==> src/hdl/grs_pkg.sv <==
package grs_pkg;

    // Field widths fixed by the stream format
    localparam int unsigned DATA_W        = 32;
    localparam int unsigned GS_W          = 5;

    // Defaults
    localparam int unsigned MAX_GROUP_DEF = 16;
    localparam logic [GS_W-1:0] GS_RESET  = 5'd2;

    // Controller states, one-hot
    typedef enum logic [1:0] {
        S_FILL  = 2'b01,
        S_DRAIN = 2'b10
    } t_state;

endpackage

==> src/hdl/grs_ram.sv <==
module grs_ram #(
    parameter int unsigned WIDTH = 32,
    parameter int unsigned DEPTH = 16,
    localparam int unsigned AW   = (DEPTH > 1) ? $clog2(DEPTH) : 1
) (
    input  logic             i_clk,
    input  logic             i_we,
    input  logic [AW-1:0]    i_waddr,
    input  logic [WIDTH-1:0] i_wdata,
    input  logic             i_re,
    input  logic [AW-1:0]    i_raddr,
    output logic [WIDTH-1:0] o_rdata
);

    logic [WIDTH-1:0] r_mem [DEPTH];
    logic [WIDTH-1:0] r_rdata;

    // One write port, one registered read port
    always_ff @(posedge i_clk) begin
        if (i_we) begin
            r_mem[i_waddr] <= i_wdata;
        end
        if (i_re) begin
            r_rdata <= r_mem[i_raddr];
        end
    end

    assign o_rdata = r_rdata;

endmodule

==> src/hdl/group_reverse_stream_top.sv <==
// Group reverse stream: values arriving on the slave stream are collected in a
// buffer RAM; once group_size values are held (group_size 0 acts as 1, values
// above MAX_GROUP act as MAX_GROUP) the group is sent out newest first, and if
// tlast arrives on an incomplete group the held values are sent out oldest
// first. m_axis_tlast marks the final output of the run. Each input is accepted
// while the block is filling; a completed group is then read back through the
// single RAM read port, during which s_axis_tready is low. A two-entry output
// queue keeps the read stream running at one value per cycle while the
// downstream accepts every cycle, stalls reads under backpressure, and lets the
// next group start filling while the last results wait. group_size is written
// through i_cfg_we / i_cfg_wdata and should only change while the block is idle.
module group_reverse_stream_top #(
    parameter int unsigned MAX_GROUP = grs_pkg::MAX_GROUP_DEF
) (
    input  logic                                i_clk,
    input  logic                                i_rst_n,
    // configuration
    input  logic                                i_cfg_we,
    input  logic [grs_pkg::GS_W-1:0]            i_cfg_wdata,   // group_size
    // slave stream
    input  logic                                s_axis_tvalid,
    output logic                                s_axis_tready,
    input  logic signed [grs_pkg::DATA_W-1:0]   s_axis_tdata,  // [31:0] item_value
    input  logic                                s_axis_tlast,  // end_of_sequence
    // master stream
    output logic                                m_axis_tvalid,
    input  logic                                m_axis_tready,
    output logic signed [grs_pkg::DATA_W-1:0]   m_axis_tdata,  // [31:0] out_value
    output logic                                m_axis_tlast   // out_last
);

    import grs_pkg::*;

    localparam int unsigned AW   = (MAX_GROUP > 1) ? $clog2(MAX_GROUP) : 1;
    localparam int unsigned CW   = $clog2(MAX_GROUP + 1);
    localparam int unsigned CMPW = (CW > GS_W) ? CW : GS_W;

    // registers
    t_state             r_state,       n_state;
    logic [GS_W-1:0]    r_group_size,  n_group_size;
    logic [CW-1:0]      r_fill,        n_fill;
    logic [AW-1:0]      r_rd_addr,     n_rd_addr;
    logic               r_down,        n_down;
    logic [CW-1:0]      r_left,        n_left;
    logic               r_eos,         n_eos;
    logic               r_inflight,    n_inflight;
    logic               r_infl_last,   n_infl_last;
    logic [DATA_W-1:0]  r_q_val  [2];
    logic               r_q_last [2];
    logic               r_q_head,      n_q_head;
    logic [1:0]         r_q_count,     n_q_count;

    logic               in_acc;
    logic               out_pop;
    logic               issue;
    logic [1:0]         occ;
    logic [CMPW-1:0]    gs_ext;
    logic [CMPW-1:0]    k_eff;
    logic [CMPW-1:0]    n_items;
    logic               q_tail;
    logic [DATA_W-1:0]  ram_rdata;

    assign in_acc  = s_axis_tvalid && s_axis_tready;
    assign out_pop = m_axis_tvalid && m_axis_tready;

    // effective group size: clamp to 1..MAX_GROUP
    assign gs_ext  = CMPW'(r_group_size);
    assign k_eff   = (gs_ext == '0) ? CMPW'(1) :
                     (gs_ext > CMPW'(MAX_GROUP)) ? CMPW'(MAX_GROUP) : gs_ext;
    assign n_items = CMPW'(r_fill) + CMPW'(1);

    // read issue: keep queued plus in-flight results at two or fewer
    assign occ   = r_q_count + {1'b0, r_inflight};
    assign issue = (r_state == S_DRAIN) && ((occ < 2'd2) || out_pop);

    assign q_tail = r_q_head ^ r_q_count[0];

    assign s_axis_tready = (r_state == S_FILL);
    assign m_axis_tvalid = (r_q_count != 2'd0);
    assign m_axis_tdata  = r_q_val[r_q_head];
    assign m_axis_tlast  = r_q_last[r_q_head];

    // group buffer
    grs_ram #(
        .WIDTH (DATA_W),
        .DEPTH (MAX_GROUP)
    ) u_buf (
        .i_clk   (i_clk),
        .i_we    (in_acc),
        .i_waddr (r_fill[AW-1:0]),
        .i_wdata (s_axis_tdata),
        .i_re    (issue),
        .i_raddr (r_rd_addr),
        .o_rdata (ram_rdata)
    );

    // fill / drain control
    always_comb begin
        n_state      = r_state;
        n_group_size = i_cfg_we ? i_cfg_wdata : r_group_size;
        n_fill       = r_fill;
        n_rd_addr    = r_rd_addr;
        n_down       = r_down;
        n_left       = r_left;
        n_eos        = r_eos;
        n_inflight   = issue;
        n_infl_last  = r_eos && (r_left == CW'(1));

        case (r_state)
            S_FILL: begin
                if (in_acc) begin
                    if (n_items >= k_eff) begin
                        // full group: newest first
                        n_state   = S_DRAIN;
                        n_rd_addr = r_fill[AW-1:0];
                        n_down    = 1'b1;
                        n_left    = r_fill + CW'(1);
                        n_eos     = s_axis_tlast;
                        n_fill    = '0;
                    end else if (s_axis_tlast) begin
                        // partial group at end of run: arrival order
                        n_state   = S_DRAIN;
                        n_rd_addr = '0;
                        n_down    = 1'b0;
                        n_left    = r_fill + CW'(1);
                        n_eos     = 1'b1;
                        n_fill    = '0;
                    end else begin
                        n_fill    = r_fill + CW'(1);
                    end
                end
            end
            S_DRAIN: begin
                if (issue) begin
                    n_rd_addr = r_down ? (r_rd_addr - AW'(1)) : (r_rd_addr + AW'(1));
                    n_left    = r_left - CW'(1);
                    if (r_left == CW'(1)) begin
                        n_state = S_FILL;
                    end
                end
            end
            default: begin
                n_state = S_FILL;
            end
        endcase
    end

    // output queue pointers
    always_comb begin
        n_q_head  = out_pop ? ~r_q_head : r_q_head;
        n_q_count = r_q_count + {1'b0, r_inflight} - {1'b0, out_pop};
    end

    // control state
    always_ff @(posedge i_clk) begin
        if (!i_rst_n) begin
            r_state      <= S_FILL;
            r_group_size <= GS_RESET;
            r_fill       <= '0;
            r_inflight   <= 1'b0;
            r_q_head     <= 1'b0;
            r_q_count    <= 2'd0;
        end else begin
            r_state      <= n_state;
            r_group_size <= n_group_size;
            r_fill       <= n_fill;
            r_inflight   <= n_inflight;
            r_q_head     <= n_q_head;
            r_q_count    <= n_q_count;
        end
    end

    // drain pointers and queue payload
    always_ff @(posedge i_clk) begin
        r_rd_addr   <= n_rd_addr;
        r_down      <= n_down;
        r_left      <= n_left;
        r_eos       <= n_eos;
        r_infl_last <= n_infl_last;
        if (r_inflight) begin
            r_q_val[q_tail]  <= ram_rdata;
            r_q_last[q_tail] <= r_infl_last;
        end
    end

endmodule
==> config.mk <==
export PLATFORM = sky130hd
export DESIGN_NAME = group_reverse_stream_top
export DESIGN_NICKNAME = d
export VERILOG_FILES = /design/src/hdl/grs_pkg.sv /design/src/hdl/grs_ram.sv /design/src/hdl/group_reverse_stream_top.sv
export SDC_FILE = /design/constraint.sdc
export NUM_CORES = 1
export LEC_CHECK = 0
export BUFFER_PORTS_ARGS = -buffer_cell sky130_fd_sc_hd__buf_2
export CAP_MARGIN = 5
export CORE_ASPECT_RATIO = 1.1
export CORE_MARGIN = 10
export CORE_UTILIZATION = 47
export CTS_CLUSTER_DIAMETER = 40
export DETAILED_ROUTE_END_ITERATION = 6
export PLACE_DENSITY = 0.6
export SETUP_SLACK_MARGIN = 0.3
export SLEW_MARGIN = 20
export SYNTH_ARGS = -nofsm -noshare
export SYNTH_HDL_FRONTEND = slang
export SYNTH_HIERARCHICAL = 1
export SYNTH_SLANG_ARGS = --single-unit
==> constraint.sdc <==
create_clock -name i_clk -period 7.3 [get_ports i_clk]
set_clock_uncertainty 0.15 [all_clocks]
set_input_delay 0.365 -clock i_clk [delete_from_list [all_inputs] [get_ports i_clk]]
set_output_delay 0.365 -clock i_clk [all_outputs]
set_load 0.02 [all_outputs]
# Word level (Yosys, flattened, before mapping)
# Memories as Yosys holds them, arrays and structs flattened. A register that Yosys moved wholly into a read port is not among the register bits.
# Cells that the tools add are included.
# op_classes
n_addsub	6
multipliers	0
div_mod_pow	0
magnitude_cmp	3
eq_ne	7
n_shift	0
muxes	32
bitwise_logic	2
reduce_logical	13
# ops
operator	count
$mux W5	8
$mux W4	5
$mux W1	11
$mux W2	5
$pmux W5 S2	1
$pmux W4 S2	1
$reduce_and A4 Y1	2
$reduce_bool A2 Y1	3
$add A5 B1 Y5 const B	1
$eq A5 B1 Y1 const B	1
$ge A5 B5 Y1	1
$gt A5 B5 Y1 const B	1
$logic_not A5 Y1	1
$sub A5 B1 Y5 const B	1
$add A4 B1 Y4 const B	1
$logic_and A1 B1 Y1	4
$ne A2 B1 Y1 const B	2
$pmux W2 S2	1
$sub A4 B1 Y4 const B	1
$ne A3 B1 Y1 const B	1
$reduce_and A3 Y1	1
$add A2 B1 Y2	1
$eq A2 B1 Y1 const B	1
$eq A2 B2 Y1 const B	1
other kinds (7)	7
# word_totals
register_bits	28
latch_bits	0
ramBits	578
romBits	0
n_memories	3
# mem_list
name	depth	width	read_ports	rd_ports_with_merged_regs	wr	line_no	source
u_buf.r_mem	16	32	1	1	1	grs_ram.sv:15	logic [WIDTH-1:0] r_mem [DEPTH];
r_q_val	2	32	1	1	1	group_reverse_stream_top.sv:48	logic [DATA_W-1:0] r_q_val [2];
r_q_last	2	1	1	1	1	group_reverse_stream_top.sv:49	logic r_q_last [2];

# Logic depth before layout (Yosys ltp)
# logic_depth
ltp_word	7
depth_mapped	8
ltp_nobuf	8

# By module
# The synthesis kept the hierarchy.
# by_module_without_submodules
module	instances	cells_per_inst	area_per_inst_um2
grs_ram	1	838	20155.6
group_reverse_stream_top	1	263	3961.3

# Worst setup path after synthesis
# Ideal clock, no wire load.
# synth_path
path_type	reg-to-reg
start	register r_state[1]
end	memory u_buf.r_mem[0][0] (enable)
setup_ns	0.461
arrival_ns	3.464
required_time_ns	6.689
setup_slack_ns	3.225
path_stages_with_launch	5
n_path_buf	0
cell_sequence	dfxtp_1 > nand3b_1 > inv_1 > or3b_2 > nor3_1
# synth_via
elab_chain_cells	4
# synth_lines
item	line_no	source
from (decl)	group_reverse_stream_top.sv:39	t_state r_state, n_state;
from (signal assigned)	group_reverse_stream_top.sv:164	r_state <= n_state;
$eq A2 B1 Y1	group_reverse_stream_top.sv:78	assign s_axis_tready = (r_state == S_FILL);
$logic_and A1 B1 Y1	group_reverse_stream_top.sv:63	assign in_acc = s_axis_tvalid && s_axis_tready;
via in_acc	group_reverse_stream_top.sv:53	logic in_acc;
$mux W1	grs_ram.sv:20	if (i_we) begin
$mux W1 (not written as such)	grs_ram.sv:21	r_mem[i_waddr] <= i_wdata;
to (decl)	grs_ram.sv:15	
# The timed path passes the listed nets, and every way through them passes these cells.

# Worst setup path after layout
# layout_path
start	register r_fill[0]
end	register r_rd_addr[0] (enable)
# layout_via
elab_chain_cells	4
# layout_lines
item	line_no	source
from (decl)	group_reverse_stream_top.sv:41	logic [CW-1:0] r_fill, n_fill;
from (signal assigned)	group_reverse_stream_top.sv:166	r_fill <= n_fill;
$add A5 B1 Y5	group_reverse_stream_top.sv:70	assign n_items = CMPW'(r_fill) + CMPW'(1);
$ge A5 B5 Y1	group_reverse_stream_top.sv:112	if (n_items >= k_eff) begin
$ne A3 B1 Y1 (no line)	n/a	
$reduce_and A4 Y1 (no line)	n/a	
to (signal assigned)	group_reverse_stream_top.sv:175	r_rd_addr <= n_rd_addr;
to (decl)	group_reverse_stream_top.sv:42	logic [AW-1:0] r_rd_addr, n_rd_addr;
# No other way between the ends.
# A chain may end at the register's enable or synchronous reset.

==> reports/qor_table.md <==
| Result | Value | Unit |
|:---|:---|:---|
| Clock tree root buffer cell | sky130_fd_sc_hd__clkbuf_16 | - |
| WL per Instance | 25.03 | um |
| Switching portion of total power | 21.17 | % |
| Fill cell total of the finished layout | 3786 | - |
| Kind of critical path | flop to flop | - |
| Count of unresolved DRC violations after routing | 0 | - |
| Cell with the largest stage delay on the worst path | sky130_fd_sc_hd__dfxtp_1 | - |
| Most common cell after layout, fill and taps aside | sky130_fd_sc_hd__edfxtp_1 | - |
| Share of the clock period used by the worst path after layout | 45.24 | % |
| Number of top-level pins | 78 | - |
| Data arrival, critical path | 3.40 | ns |
| Number of global-route vias before repair | 11920 | - |
| Setup repair after global routing missed its margin | false | - |
| Number of antenna violations at the first check in global routing | 1 | - |
| Pin count of the biggest net entering global routing | 131 | - |
| Category of cells accounting for the largest share of critical-path delay | flip-flops | - |
| Max-cap viol count | 0 | - |
| Area occupied by multi-input gates | 4985 | um2 |
| Setup Total Neg Slack | 0 | ns |
| Remaining global-route overflow | 0 | - |
| # nets final | 1328 | - |
| Max-slew violation count | 0 | - |
| Clock sink count | 639 | - |
| Series of cell instances along the critical path | ha_1 > nand3_1 > xnor2_1 > ha_1 > nand4_1 > o21a_1 > a21oi_1 > or2_1 | - |
| Most Frequent Cell on Critical Path | sky130_fd_sc_hd__ha_1 | - |
| # Post-CTS Setup Buffers | 0 | - |
| Startpoint Class | flop | - |
| Die X | 236.0 | um |
| Status | finished clean | - |
| Worst Reg2Reg Path Length in Cells | 8 | - |
| First-pass DRT Iterations | 5 | - |
| Number of resized instances in the post-cts repair step | 0 | - |
| Syn Nets | 1157 | - |
| Critical R2R Launch | r_fill[0] | - |
| Endpoint kind of the worst setup timing path | flop | - |
| Sw Pwr | 1.779 | mW |
| Netlist Area Pre-Place | 24120 | um2 |
| Core Area | 51050 | um2 |
| Die Outline Area | 60780 | um2 |
| Cells taking the most area after synthesis | sky130_fd_sc_hd__edfxtp_1 (77%), sky130_fd_sc_hd__mux4_2 (12%), sky130_fd_sc_hd__a22oi_1 (2.0%), sky130_fd_sc_hd__mux2_2 (1.6%), sky130_fd_sc_hd__dfxtp_1 (1.5%) | - |
| Area growth syn-to-layout | 17.81 | % |
| Share of the synthesized area in the top cell type | 77.32 | % |
| Antenna Cells | 0 | - |
| Post-DP Area | 25470 | um2 |
| End of the worst hold path | gs_ext[2] | - |
| Maximum resistive drop on vdd | 0.1803 | mV |
| Capture point of the worst reg-to-reg path | r_rd_addr[0] | - |
| Worst Min Path Start | i_cfg_we | - |
| Count of state elements after synthesis | 639 | - |
| Highest clock rate | 0.3028 | GHz |
| Syn Inst Count | 1101 | - |
| Core Rows | 87 | - |
| Clk network pwr share | 44.4 | % |
| Number of buffers and inverters on the critical path | 0 | - |
| Rel. slew slack | 28.69 | % |
| Clock buffer depth | 3 | - |
| Count of yosys warnings during synthesis | 6 | - |
| Sequential-to-total area share from yosys stat | 78.82 | % |
| Area taken by flip-flops and latches | 19010 | um2 |
| Fraction of final layout cells with drive strength greater than 1 | 30.47 | % |
| Total power density per cell area | 295.8 | nW/um2 |
| Via total after detailed routing | 11260 | - |
| Global-route wire length before repair | 75.80 | mm |
| Total design power | 8.405 | mW |
| Total routed wirelength | 49.88 | mm |
| Highest net fanout along the worst path | 13 | - |
| Class of the tightest hold or removal check | input pin to flop | - |
| Reg power frac | 49.1 | % |
| Async set or reset register ratio after synthesis | 0 | % |
| Buffers on Ports | 77 | - |
| Starting density of the core | 47.24 | % |
| Per-cell via count in the routed design | 5.648 | - |
| H-tree Lvls | 3 | - |
| Total count of hold-check failures in the final report | 0 | - |
| Number of enable-type register cells in the synthesized netlist | 621 | - |
| Setup slack of the most critical reg-to-reg path | 4.00 | ns |
| Average instance area after synthesis | 21.90 | um2 |
| Detailed Place HPWL | 25.68 | mm |
| Die boundary height | 257.6 | um |
| Global-route usage over all layers | 16.43 | % |
| Logic gate share of total power | 6.6 | % |
| Count of nets left with antenna violations after detail routing | 0 | - |
| Final critical delay including setup and external delays | 3.302 | ns |
| Fin area | 28410 | um2 |
| Internal | 6.626 | mW |
| Crit-path max cell delay | 0.67 | ns |
| TritonCTS clock tree | yes | - |
| Global placer's final weighted congestion | 0.7267 | - |
| Hold depth | 3 | - |
| Leak Pwr | 9.232 | nW |
| Most area-hungry cell type in the Yosys netlist | sky130_fd_sc_hd__edfxtp_1 | - |
| CTS clk-pin slew, worst paths | 0.06 | ns |
| Total CTS buffers | 74 | - |
| Most frequent cells in the layout | sky130_fd_sc_hd__edfxtp_1 (621), sky130_fd_sc_hd__mux4_2 (128), sky130_fd_sc_hd__clkbuf_16 (79) | - |
| Total of endpoints with negative setup slack in the final report | 0 | - |
| Transition time at the pin with the least slew margin | 1.070 | ns |
| Commonest register cell after synthesis | sky130_fd_sc_hd__edfxtp_1 | - |
| Required time reported for the critical path endpoint | 7.40 | ns |
| Clock latency on the worst-skew pair | 0.59 | ns |
| DRT iter0 DRCs | 856 | - |
| Final Core Density | 55.65 | % |
| Count of cell types in the netlist | 42 | - |
==> cell families (layout without fill, tap and decap cells) <==
kind of cell | after synthesis | count (layout) | synth area share, %
xor gates and xnor gates | 13 | 13 | 0.4721
adders and majority gates | 13 | 13 | 0.7056
muxes | 169 | 169 | 13.84
AOI/OAI and AO/OA | 89 | 89 | 2.672
DFF | 639 | 639 | 78.82
buffers and inverters | 62 | 287 | 1.141
and+or+nand+nor | 116 | 116 | 2.355
==> worst reg2reg max path, delay by kind of cell, from the launching register on <==
| family | cells | cell delay (ns) |
|---|---|---|
| flops | 1 | 0.67 |
| compound gates | 2 | 0.62 |
| simple gates | 3 | 0.67 |
| xor+xnor | 1 | 0.20 |
| fa+ha+maj | 2 | 0.66 |
==> timing repair <==
action / CTS / global route
setup endpoints to repair: 0 / 0
hold buffers: 44 / 0
endpoints found under the hold margin: 479 / 0
==> how the worst max path moves through the flow <==
stage,slack (ns),from,to,depth (start not counted)
after global placement,4.04,r_rd_addr[0],u_buf/o_rdata[24],5
after floorplan,3.23,r_state[1],u_buf/r_mem[0][0],4
after global routing,3.78,r_fill[0],r_left[0],8
after detailed placement,4.03,r_fill[0],r_rd_addr[0],8
after CTS,4.00,r_fill[0],r_rd_addr[0],8
final,4.00,r_fill[0],r_rd_addr[0],8
==> state kept, by name, indices dropped and copies added, names as in the netlist, named ones only <==
signal / count
r_rd_addr: 4
r_q_last: 2
r_eos: 1
r_q_head: 1
r_down: 1
r_left: 5
r_q_val: 64
gs_ext: 5
u_buf/o_rdata: 32
r_fill: 5
r_inflight: 1
r_state: 2
r_q_count: 2
r_infl_last: 1
u_buf/r_mem: 512
==> power by group through the flow <==
stage / clock network, mW / logic (mW) / registers [mW]
final: 3.73 / 0.551 / 4.12
after global routing: 3.96 / 0.600 / 4.13
after CTS: 3.81 / 0.563 / 4.13
after detailed placement: 0 / 0.541 / 4.20
after global placement: 0 / 0.535 / 4.20
after floorplan: 0 / 0.388 / 4.17
==> layer usage <==
layer / track usage (%) / vias up / share of wire [%]
met2: 27.01 / 276 / 50
met3: 2.612 / 59 / 4.7
met4: 5.238 / 2 / 1.8
met5: 0 / - / 0.014
met1: 22.24 / 6003 / 44
li1: - / 4916 / -
==> cell usage after synthesis (3+ instances only) <==
cell type,n
sky130_fd_sc_hd__edfxtp_1,621
sky130_fd_sc_hd__mux4_2,128
sky130_fd_sc_hd__a22oi_1,64
sky130_fd_sc_hd__nand2_1,48
sky130_fd_sc_hd__mux2_2,35
sky130_fd_sc_hd__clkbuf_1,26
sky130_fd_sc_hd__nor2_1,20
sky130_fd_sc_hd__dfxtp_1,18
sky130_fd_sc_hd__nor2b_1,13
sky130_fd_sc_hd__ha_1,12
sky130_fd_sc_hd__buf_1,10
sky130_fd_sc_hd__inv_1,10
sky130_fd_sc_hd__buf_4,9
sky130_fd_sc_hd__xnor2_1,8
sky130_fd_sc_hd__and2_1,7
sky130_fd_sc_hd__buf_2,7
sky130_fd_sc_hd__mux2i_1,6
sky130_fd_sc_hd__nor3_1,6
sky130_fd_sc_hd__xor2_1,5
sky130_fd_sc_hd__a21oi_1,4
sky130_fd_sc_hd__nand3b_1,4
sky130_fd_sc_hd__o21a_1,4
sky130_fd_sc_hd__o21ai_1,4
sky130_fd_sc_hd__o22ai_1,4
sky130_fd_sc_hd__a21boi_1,3
sky130_fd_sc_hd__nand2b_1,3
sky130_fd_sc_hd__or2_1,3
==> final cells by class <==
type                            count  area share, %
Sequential cell                   639          66.92
Multi-Input combinational cell    400          17.55
Clock buffer                       91          7.117
Timing Repair Buffer              147          3.682
Tap cell                          667          2.937
Clock inverter                     39          1.669
Inverter                           10         0.1321
==> through the flow <==
step                      setup WS [ns]  hold slack (ns)  cells
after CTS                         4.004         0.002271   1993
after floorplan                   3.225           0.2537   1101
final                             3.998          0.04591   1993
after global placement            4.044           0.2578   1819
after global routing              3.779          0.06091   1993
after detailed placement          4.028           0.2796   1819
(Power assumes the default switching activity.)
